<file path="config.mk">
export PLATFORM = sky130hd
export DESIGN_NAME = multi_channel_pulse_scheduler
export DESIGN_NICKNAME = d
export VERILOG_FILES = /design/src/mcps_pkg.sv /design/src/multi_channel_pulse_scheduler.sv /design/src/mcps_cfg_mem.sv /design/src/mcps_state_mem.sv /design/src/mcps_toggle_unit.sv
export SDC_FILE = /design/constraint.sdc
export NUM_CORES = 2
export LEC_CHECK = 0
export BUFFER_PORTS_ARGS = -buffer_cell sky130_fd_sc_hd__buf_4
export CAP_MARGIN = 20
export CORE_MARGIN = 3
export CORE_UTILIZATION = 61
export DETAILED_ROUTE_END_ITERATION = 10
export HOLD_SLACK_MARGIN = 0.05
export PLACE_DENSITY = 0.78
export SLEW_MARGIN = 20
export SYNTH_ARGS = -nofsm -noshare
export SYNTH_HDL_FRONTEND = slang
export SYNTH_SLANG_ARGS = --single-unit
</file>
<file path="constraint.sdc">
create_clock -name clk -period 5.9 [get_ports clk]
set_input_delay 0 -clock clk [delete_from_list [all_inputs] [get_ports clk]]
set_output_delay 0 -clock clk [all_outputs]
set_load 0.02 [all_outputs]
</file>
<file path="src/mcps_pkg.sv">
package mcps_pkg;

    localparam logic OP_TICK  = 1'b0;
    localparam logic OP_WRITE = 1'b1;

    localparam logic [15:0] RESET_PERIOD_MS = 16'd500;
    localparam logic [7:0]  RESET_ON_DUTY   = 8'd255;  // 100 percent
    localparam logic [7:0]  DUTY_MAX        = 8'd255;

    // x/100 as (x * 5243) >> 19, exact for x < 2^15
    localparam logic [12:0] RECIP_100       = 13'd5243;
    localparam int          RECIP_SHIFT     = 19;

    typedef struct packed {
        logic        opcode;
        logic [31:0] time_ms;
        logic [3:0]  channel;
        logic        enable;
        logic [15:0] on_ms;
        logic [15:0] off_ms;
        logic [6:0]  intensity_pct;
    } in_item_t;

    typedef struct packed {
        logic [3:0] out_channel;
        logic [7:0] duty;
        logic       motor_on;
        logic       last;
    } out_item_t;

    // Per-channel settings; on_duty is precomputed from the intensity at write.
    typedef struct packed {
        logic        enable;
        logic [15:0] on_ms;
        logic [15:0] off_ms;
        logic [7:0]  on_duty;
    } cfg_rec_t;

    // Per-channel running state.
    typedef struct packed {
        logic        phase_on;
        logic [7:0]  duty;
        logic [31:0] toggle_time;
    } st_rec_t;

    function automatic logic [7:0] pct_to_duty(input logic [6:0] pct);
        logic [14:0] scaled;
        logic [27:0] prod;
        logic [8:0]  quot;
        scaled = {pct, 8'b0} - 15'(pct);
        prod   = 28'(scaled) * 28'(RECIP_100);
        quot   = prod[RECIP_SHIFT +: 9];
        return (quot > 9'(DUTY_MAX)) ? DUTY_MAX : quot[7:0];
    endfunction

endpackage

</file>
<file path="src/multi_channel_pulse_scheduler.sv">
// Channel   Beat type              Handshake             Direction
// item      mcps_pkg::in_item_t    item_valid/stall      into block
// result    mcps_pkg::out_item_t   result_valid/stall    out of block
//
// A write beat is taken while idle and gives no result.
// A tick walks CHANNELS channels through the shared toggle unit, one per cycle
// while the result side does not stall, behind a registered read of the channel
// stores. item_stall stays high for the walk.
// Reset clears the store valid bits at once; no clearing pass.
// A stall on result freezes the walk on the current channel.
module multi_channel_pulse_scheduler #(
    parameter int CHANNELS = 16
) (
    input  logic                  clk,
    input  logic                  rst_n,
    input  logic                  item_valid,
    output logic                  item_stall,
    input  mcps_pkg::in_item_t    item,
    output logic                  result_valid,
    input  logic                  result_stall,
    output mcps_pkg::out_item_t   result
);

    localparam int AW = (CHANNELS > 1) ? $clog2(CHANNELS) : 1;
    localparam logic [6:0] CH_LIMIT = 7'(CHANNELS);
    localparam logic [AW-1:0] LAST_IDX = AW'(CHANNELS - 1);

    typedef enum logic {
        S_IDLE,
        S_CALC
    } state_t;

    state_t              state_reg, state_next;
    logic [AW-1:0]       idx_reg, idx_next;
    logic [31:0]         time_reg, time_next;
    logic                result_valid_reg, result_valid_next;
    mcps_pkg::out_item_t result_reg, result_next;

    logic               accept;
    logic               tick_go;
    logic               advance;
    logic               at_last;
    logic [6:0]         ch_wide;
    logic [6:0]         idx_wide;
    logic               cfg_we;
    logic               rd_en;
    logic [AW-1:0]      rd_addr;
    mcps_pkg::cfg_rec_t cfg_wdata;
    mcps_pkg::cfg_rec_t cfg_rd;
    mcps_pkg::st_rec_t  st_rd;
    mcps_pkg::st_rec_t  st_new;

    assign item_stall = (state_reg != S_IDLE);
    assign accept     = item_valid && !item_stall;
    assign tick_go    = accept && (item.opcode == mcps_pkg::OP_TICK);

    assign ch_wide  = 7'(item.channel);
    assign cfg_we   = accept && (item.opcode == mcps_pkg::OP_WRITE) && (ch_wide < CH_LIMIT);

    always_comb
    begin
        cfg_wdata.enable  = item.enable;
        cfg_wdata.on_ms   = item.on_ms;
        cfg_wdata.off_ms  = item.off_ms;
        cfg_wdata.on_duty = mcps_pkg::pct_to_duty(item.intensity_pct);
    end

    assign at_last  = (idx_reg == LAST_IDX);
    assign advance  = (state_reg == S_CALC) && (!result_valid_reg || !result_stall);
    assign rd_en    = tick_go || (advance && !at_last);
    assign rd_addr  = (state_reg == S_IDLE) ? '0 : idx_reg + AW'(1);
    assign idx_wide = 7'(idx_reg);

    mcps_cfg_mem #(
        .DEPTH (CHANNELS)
    ) u_cfg_mem (
        .clk   (clk),
        .rst_n (rst_n),
        .we    (cfg_we),
        .waddr (ch_wide[AW-1:0]),
        .wdata (cfg_wdata),
        .re    (rd_en),
        .raddr (rd_addr),
        .rdata (cfg_rd)
    );

    mcps_state_mem #(
        .DEPTH (CHANNELS)
    ) u_state_mem (
        .clk   (clk),
        .rst_n (rst_n),
        .we    (advance),
        .waddr (idx_reg),
        .wdata (st_new),
        .re    (rd_en),
        .raddr (rd_addr),
        .rdata (st_rd)
    );

    mcps_toggle_unit u_toggle (
        .now (time_reg),
        .cfg (cfg_rd),
        .cur (st_rd),
        .nxt (st_new)
    );

    always_comb
    begin
        state_next        = state_reg;
        idx_next          = idx_reg;
        time_next         = time_reg;
        result_next       = result_reg;
        result_valid_next = result_valid_reg && result_stall;
        case (state_reg)
            S_IDLE:
            begin
                if (tick_go)
                begin
                    state_next = S_CALC;
                    idx_next   = '0;
                    time_next  = item.time_ms;
                end
            end
            S_CALC:
            begin
                if (advance)
                begin
                    result_valid_next       = 1'b1;
                    result_next.out_channel = idx_wide[3:0];
                    result_next.duty        = st_new.duty;
                    result_next.motor_on    = st_new.phase_on;
                    result_next.last        = at_last;
                    if (at_last)
                    begin
                        state_next = S_IDLE;
                    end
                    else
                    begin
                        idx_next = idx_reg + AW'(1);
                    end
                end
            end
            default:
            begin
                state_next = S_IDLE;
            end
        endcase
    end

    always_ff @(posedge clk or negedge rst_n)
    begin
        if (!rst_n)
        begin
            state_reg        <= S_IDLE;
            idx_reg          <= '0;
            time_reg         <= '0;
            result_valid_reg <= 1'b0;
            result_reg       <= '0;
        end
        else
        begin
            state_reg        <= state_next;
            idx_reg          <= idx_next;
            time_reg         <= time_next;
            result_valid_reg <= result_valid_next;
            result_reg       <= result_next;
        end
    end

    assign result_valid = result_valid_reg;
    assign result       = result_reg;

    // off phase always drives zero duty
    a_off_zero: assert property (@(posedge clk) disable iff (!rst_n)
        result_valid && !result.motor_on |-> result.duty == 8'd0)
        else $error("off-phase beat with nonzero duty");

    // a non-final beat on the output means the walk is still running
    a_walk_open: assert property (@(posedge clk) disable iff (!rst_n)
        result_valid && !result.last |-> state_reg == S_CALC)
        else $error("walk ended before final channel");

    // a tick starts the walk at channel zero
    a_tick_start: assert property (@(posedge clk) disable iff (!rst_n)
        tick_go |=> state_reg == S_CALC && idx_reg == '0)
        else $error("tick did not start walk at channel zero");

    // settings never change under a running walk
    a_cfg_quiet: assert property (@(posedge clk) disable iff (!rst_n)
        cfg_we |-> state_reg == S_IDLE && !$past(advance && !at_last))
        else $error("settings write during walk");

endmodule

</file>
<file path="src/mcps_cfg_mem.sv">
module mcps_cfg_mem #(
    parameter int DEPTH = 16,
    localparam int AW = (DEPTH > 1) ? $clog2(DEPTH) : 1
) (
    input  logic                     clk,
    input  logic                     rst_n,
    input  logic                     we,
    input  logic [AW-1:0]            waddr,
    input  mcps_pkg::cfg_rec_t       wdata,
    input  logic                     re,
    input  logic [AW-1:0]            raddr,
    output mcps_pkg::cfg_rec_t       rdata
);

    mcps_pkg::cfg_rec_t mem [DEPTH];
    logic [DEPTH-1:0]   valid_reg;
    logic               rd_valid_reg;
    mcps_pkg::cfg_rec_t rd_data_reg;
    mcps_pkg::cfg_rec_t reset_rec;

    always_ff @(posedge clk)
    begin
        if (we)
        begin
            mem[waddr] <= wdata;
        end
        if (re)
        begin
            rd_data_reg <= mem[raddr];
        end
    end

    always_ff @(posedge clk or negedge rst_n)
    begin
        if (!rst_n)
        begin
            valid_reg    <= '0;
            rd_valid_reg <= 1'b0;
        end
        else
        begin
            if (we)
            begin
                valid_reg[waddr] <= 1'b1;
            end
            if (re)
            begin
                rd_valid_reg <= valid_reg[raddr];
            end
        end
    end

    always_comb
    begin
        reset_rec.enable  = 1'b0;
        reset_rec.on_ms   = mcps_pkg::RESET_PERIOD_MS;
        reset_rec.off_ms  = mcps_pkg::RESET_PERIOD_MS;
        reset_rec.on_duty = mcps_pkg::RESET_ON_DUTY;
    end

    // never-written entries read as their reset settings
    assign rdata = rd_valid_reg ? rd_data_reg : reset_rec;

endmodule

</file>
<file path="src/mcps_state_mem.sv">
module mcps_state_mem #(
    parameter int DEPTH = 16,
    localparam int AW = (DEPTH > 1) ? $clog2(DEPTH) : 1
) (
    input  logic                     clk,
    input  logic                     rst_n,
    input  logic                     we,
    input  logic [AW-1:0]            waddr,
    input  mcps_pkg::st_rec_t        wdata,
    input  logic                     re,
    input  logic [AW-1:0]            raddr,
    output mcps_pkg::st_rec_t        rdata
);

    mcps_pkg::st_rec_t mem [DEPTH];
    logic [DEPTH-1:0]  valid_reg;
    logic              rd_valid_reg;
    mcps_pkg::st_rec_t rd_data_reg;

    always_ff @(posedge clk)
    begin
        if (we)
        begin
            mem[waddr] <= wdata;
        end
        if (re)
        begin
            rd_data_reg <= mem[raddr];
        end
    end

    always_ff @(posedge clk or negedge rst_n)
    begin
        if (!rst_n)
        begin
            valid_reg    <= '0;
            rd_valid_reg <= 1'b0;
        end
        else
        begin
            if (we)
            begin
                valid_reg[waddr] <= 1'b1;
            end
            if (re)
            begin
                rd_valid_reg <= valid_reg[raddr];
            end
        end
    end

    // untouched channels: off phase, duty 0, toggle time 0
    assign rdata = rd_valid_reg ? rd_data_reg : '0;

endmodule

</file>
<file path="src/mcps_toggle_unit.sv">
module mcps_toggle_unit (
    input  logic [31:0]          now,
    input  mcps_pkg::cfg_rec_t   cfg,
    input  mcps_pkg::st_rec_t    cur,
    output mcps_pkg::st_rec_t    nxt
);

    logic [31:0] elapsed;
    logic [15:0] period;
    logic        expired;

    // one wrapping subtract and one compare, shared by both phases
    assign elapsed = now - cur.toggle_time;
    assign period  = cur.phase_on ? cfg.on_ms : cfg.off_ms;
    assign expired = elapsed >= 32'(period);

    always_comb
    begin
        nxt = cur;
        if (!cfg.enable)
        begin
            nxt.phase_on = 1'b0;
            nxt.duty     = '0;
        end
        else if (expired)
        begin
            nxt.phase_on    = !cur.phase_on;
            nxt.duty        = cur.phase_on ? 8'd0 : cfg.on_duty;
            nxt.toggle_time = now;
        end
    end

endmodule

</file>
After elaboration in Yosys (flattened, before gate mapping)
Memories as Yosys holds them, arrays and structs flattened. A register that Yosys moved wholly into a read port is not among the register bits.
Cells that the tools add are included.
{ "word_totals": {"memories": 2, "inputBits": 81, "ram_bits": 1312, "out_inout_bits": 16, "word_cells": 84, "register_bits": 86} }
{ "classes": {"muxes": 31, "n_reduce_logical": 19, "n_eq_ne": 4, "mul": 1, "addsub": 3, "order_cmp": 8, "bitwise_logic": 4} }
{ "mem_list": {"columns": ["name", "depth", "word_bits", "read_ports", "rd_clocked_by_memory_dff", "wr", "line_no", "rtl"], "rows": [
  ["u_cfg_mem.mem", 16, 41, 1, 1, 1, "mcps_cfg_mem.sv:15", "mcps_pkg::cfg_rec_t mem [DEPTH];"],
  ["u_state_mem.mem", 16, 41, 1, 1, 1, "mcps_state_mem.sv:15", "mcps_pkg::st_rec_t mem [DEPTH];"]
]} }
{ "op_table": {"columns": ["op", "count"], "rows": [
  ["$mux 41", 3],
  ["$ge 32x16->1", 1],
  ["$mux 32", 1],
  ["$or 16x16->16", 2],
  ["$sub 32x32->32", 1],
  ["$mul 15x13->28 const B", 1],
  ["$lt 4x5->1 const B", 4],
  ["$mux 16", 1],
  ["$mux 4", 4],
  ["$mux 8", 2],
  ["$sub 15x7->15", 1],
  ["$mux 1", 13],
  ["$gt 9x8->1 const B", 1],
  ["$logic_and 1x1->1", 9],
  ["$mux 9", 1],
  ["$bmux 1 s4", 2],
  ["$demux 1 s4", 2],
  ["$ge 4x1->1 const B", 2],
  ["$pmux 4 s2", 1],
  ["$logic_not 1->1", 5],
  ["$add 4x1->4 const B", 1],
  ["$eq 4x4->1 const B", 1],
  ["$ne 2x2->1 const B", 2],
  ["$reduce_and 2->1", 2],
  ["5 further kinds", 7]
]} }

Longest topological paths before layout
{ "logic_depth": {"word_depth": 6, "mapped_depth": 28, "depth_no_buf": 27} }

Cells and area by module
A second synthesis with hierarchy kept.
{ "hier_totals": {"cells_unflattened": 3369, "area_unflattened_um2": 64230.4} }
{ "modules_own_cells": {"columns": ["module", "area_per_inst_um2", "instances", "cells_per_inst", "seq_area_each_um2"], "rows": [
  ["mcps_cfg_mem", 27009.7, 1, 1059, 21355.5],
  ["mcps_state_mem", 26917.1, 1, 1059, 21355.5],
  ["multi_channel_pulse_scheduler", 6306.0, 1, 655, 1301.2],
  ["mcps_toggle_unit", 3997.6, 1, 596, 0.0]
]} }

Least setup slack after synthesis
No wires, ideal clock.
{ "synth_path": {"kind": "input to register", "from": "input item[0] in the netlist's numbering", "to": "memory u_cfg_mem.mem[0][0] in the netlist's numbering (data pin)", "setup_ns": 0.332, "t_required_ns": 5.568, "path_buffers": 1, "arrival_ns": 5.900, "cell_stages": 28, "path_slack_ns": -0.331, "cell_sequence": "clkbuf_1 -> inv_1 -> ha_1 -> nand2_1 -> nand2_1 -> xnor2_1 -> inv_1 -> fa_1 -> inv_1 -> ha_1 -> inv_1 -> fa_1 -> inv_1 -> fa_1 -> inv_1 -> fa_1 -> inv_1 -> ha_1 -> nand4_1 -> a21oi_1 -> nand2_1 -> o211ai_1 -> a21oi_1 -> a21oi_1 -> a211o_1 -> a21oi_1 -> xnor2_1 -> nand2_1"} }
{ "synth_lines": {"columns": ["element", "line_no", "rtl"], "rows": [
  ["start, declared", "multi_channel_pulse_scheduler.sv:18", "input mcps_pkg::in_item_t item,"],
  ["end, declared", "mcps_cfg_mem.sv:15", null]
]} }

==> run_results.csv <==
group,metric,value,unit
cells_and_area,final_layout_size_suffix_gt1_share,12.6,%
power_and_ir_drop,power,42.2,mW
detailed_routing,wl_per_cell,25.5,µm
grt,via_count_of_the_first_global_routing_pass,42858,
cells_and_area,reg.largest.list,"u_cfg_mem.mem (656), u_state_mem.mem (656)",
floorplan,top_level_ports,97,
synth,synth_adder_area_share,5.01,%
synth,synthesis.instances,4880,
detailed_routing,num_vias,43440,
detailed_routing,drt_pass1_iterations,6,
floorplan,floorplan_core_area,104000,µm²
clock_tree,cts.reportedPaths.clkPinSlew,0.06,ns
power_and_ir_drop,power_density,569,nW/µm²
power_and_ir_drop,power_leakage,26.1,nW
cells_and_area,fin_util,71.1,%
synth,seq_area_frac_synth,68.1,%
setup_path,timing.setup.critical_path_class,"flop to flop",
setup_path,r2r_setup_slack,0.21,ns
clock_tree,number_of_buffers_on_the_longest_clock_path,3,
place,placedCellCount,6234,
floorplan,core.rowCount,118,
place,dpl.hpwl,90300,µm
clock_tree,h_tree_level_count,4,
synth,synth-edff-count,1394,
timing,period_share,96.4,%
synth,yosys.area.top_type,"edfxtp_1",
timing,fin_skew,0.0395,ns
detailed_routing,detail_route.vias_per_cell,6.54,
synth,syn-num-nets,5180,
clock_tree,clock_sinks,1480,
detailed_routing,post_detailed_route_drc_marker_count,0,
floorplan,chipWidth,332,µm
synth,synth.ff_latch_count,1480,
synth,synth_top_family_by_area,"compound AO/OA/AOI/OAI gates",
grt,grt_pass1_wl,255000,µm
setup_path,worst-endpoint-required,6.32,ns
timing,postLayoutSetupSlackWorst,0.212,ns
synth,post_synth_xor_area_fraction,0.675,%
timing,min_period,5.69,ns
synth,synth.mux.area_fraction,0.702,%
grt,antenna_found_initial,7,
timing,hold_violations,0,
floorplan,fp.dieArea,110000,µm²
place,placement.setup.worst_slack,-0.582,ns
synth,post_synthesis_cell_area,64700,µm²
setup_path,worstPathMaxFanout,24,
grt,met2_usage,47.2,%
synth,mean_instance_size_in_the_synthesized_netlist,13.3,µm²
detailed_routing,drt.antenna.violating_nets,0,
place,port_buffer_cells,96,
grt,grt_start_max_net_pins,127,
floorplan,floorplan.die.height,332,µm
min_path,hp-class,"input port to flop",
synth,synth.top_cell.area_share,64.7,%
grt,global_route.usage.total,30.2,%
floorplan,start_util,62.0,%
grt,gr-usage-met3,5.81,%
clock_tree,cts_inserted_buffers,145,
flow_run,drv.max_cap_violation_count,0,
cells_and_area,areaGrowthSynthToFinish,14.7,%
timing,report.final.setup_viol,0,
place,globalplace.congestion,0.901,
detailed_routing,drt-initial-drc-count,5801,
timing,fmax,176,MHz
grt,grt_overflow,0,
timing,worst_slew_pin_slew,1.10,ns
clock_tree,cts_tree,"yes",
synth,yosys_most_used_dff,"edfxtp_1",
grt,grt.busiest_layer,"met2",
clock_tree,cts.root.buffer_cell,"clkbuf_16",
grt,global_route_track_usage_on_met1,42.1,%
outcome,outcome,"complete, no violations",
synth,synth.cells.most_frequent,"edfxtp_1 (1394), nand2_1 (874), a211oi_1 (431), and2_1 (336), clkbuf_1 (291)",
synth,synth-simple-area-share,10.4,%
synth,synth_warn,0,
detailed_routing,wl,169000,µm
timing,finalMaxSlewViolations,0,
setup_path,critPathLaunchType,"flop",
timing,worst_slew_margin_rel,26.8,%
synth,synthMostInstantiatedCell,"edfxtp_1",
clock_tree,insertion_delay,0.78,ns
setup_path,cp-end-kind,"flop",
synth,ys_async_sr_fraction,5.81,%
synth,post_synth_num_cell_types,66,
cells_and_area,nNetsFinal,5441,
cells_and_area,finalNonFillerCells,6644,
setup_path,critical_path_arrival,6.11,ns
power_and_ir_drop,ir_drop_worst_case_vdd,663,µV
synth,synth_compound_area_share,12.2,%
synth,yosys-top-cells-area,"edfxtp_1 (65%), nand2_1 (5.1%), a211oi_1 (5.0%)",
## metrics by stage
step / TNS [ns] / area, µm² / hold slack (ns)
floorplan: 0 / 64700 / -0.296
global placement: -52.27 / 68000 / -0.109
detailed placement: -65.75 / 68000 / -0.110
CTS: 0 / 74100 / 0.0556
global route: -0.810 / 74200 / 0.0679
finish: 0 / 74200 / 0.0492
## area by class of cell
class | count | area, µm²
clock inverters | 89 | 825
clock buffers | 178 | 3870
multi-input cells | 2904 | 19200
repair buffers | 441 | 3950
diodes | 3 | 7.51
flip-flops and latches | 1480 | 44000
inverters | 169 | 644
well taps | 1380 | 1730
fillers | 6424 | 30200
## repair_timing
action | CTS | global route
gates resized for setup | 1 | 12
endpoints found under the setup margin | 16 | 725
setup buffers | 0 | 0
hold buffers | 136 | 1
endpoints found under the hold margin | 710 | 32
pin swaps | 0 | 1
## worst paths after layout
path | to | cells after the start | startpoint
min in group asynchronous | idx_reg[3] | 4 | rst_n
max | u_state_mem.mem[11][0] | 21 | u_state_mem.rd_valid_reg
min | u_cfg_mem.mem[0][36] | 3 | item[41]
max reg2reg | u_state_mem.mem[11][0] | 21 | u_state_mem.rd_valid_reg
min reg2reg | u_state_mem.valid_reg[14] | 1 | u_state_mem.valid_reg[14]
max in group asynchronous | idx_reg[0] | 4 | rst_n
## power by group
group	internal [mW]	switching (mW)
registers	14.2	0.567
logic	6.14	12.2
clock network	5.12	3.96
## cells by family after synthesis
kind of cell,after synthesis
flip-flops,1480
buffers and inverters,496
adder cells (fa/ha/maj),219
AND/OR/NAND/NOR,1452
multiplexers,41
AO/OA/AOI/OAI,1143
XOR/XNOR,49
## cells in the final DEF (no fill, tap or decap), types with 34 or more instances in the layout
master and count:
edfxtp_1 1394, nand2_1 865, a211oi_1 431, and2_1 335, buf_4 279, a21oi_1 222, a31oi_1 171, a311oi_1 169
inv_1 166, ha_1 151, clkbuf_16 147, dlygate4sd3_1 137, dfrtp_1 84, fa_1 67, o21ai_0 37, nor2_1 35
mux2_2 34, or2_2 34
## worst max-delay path, cell delays in order, from the launching register on
cell and delay [ns]:
dfrtp_2 0.49, buf_6 0.29, nand2_1 0.14, ha_1 0.42, and4_1 0.23, a32oi_1 0.15
a21boi_2 0.39, nand2_1 0.16, a21oi_1 0.18, o21bai_1 0.09, xor2_1 0.16, ha_1 0.31
a21oi_1 0.14, a21oi_1 0.11, a211oi_1 0.17, nor4b_1 0.35, o2111ai_1 0.19, nor3_2 0.25
and4_4 0.29, nor2_4 0.10, buf_4 0.18, mux2_1 0.51
## metal layers
layer  wire length, µm  share of wire [%]  vias to the layer above
met3             18900                 11                      474
met1             64700                 38                    21290
met4              6560                3.9                        8
met2             79000                 47                     2858
met5                45              0.027                        -
li1                  -                  -                    18810
No activity file was read; power rests on OpenSTA's default activity.
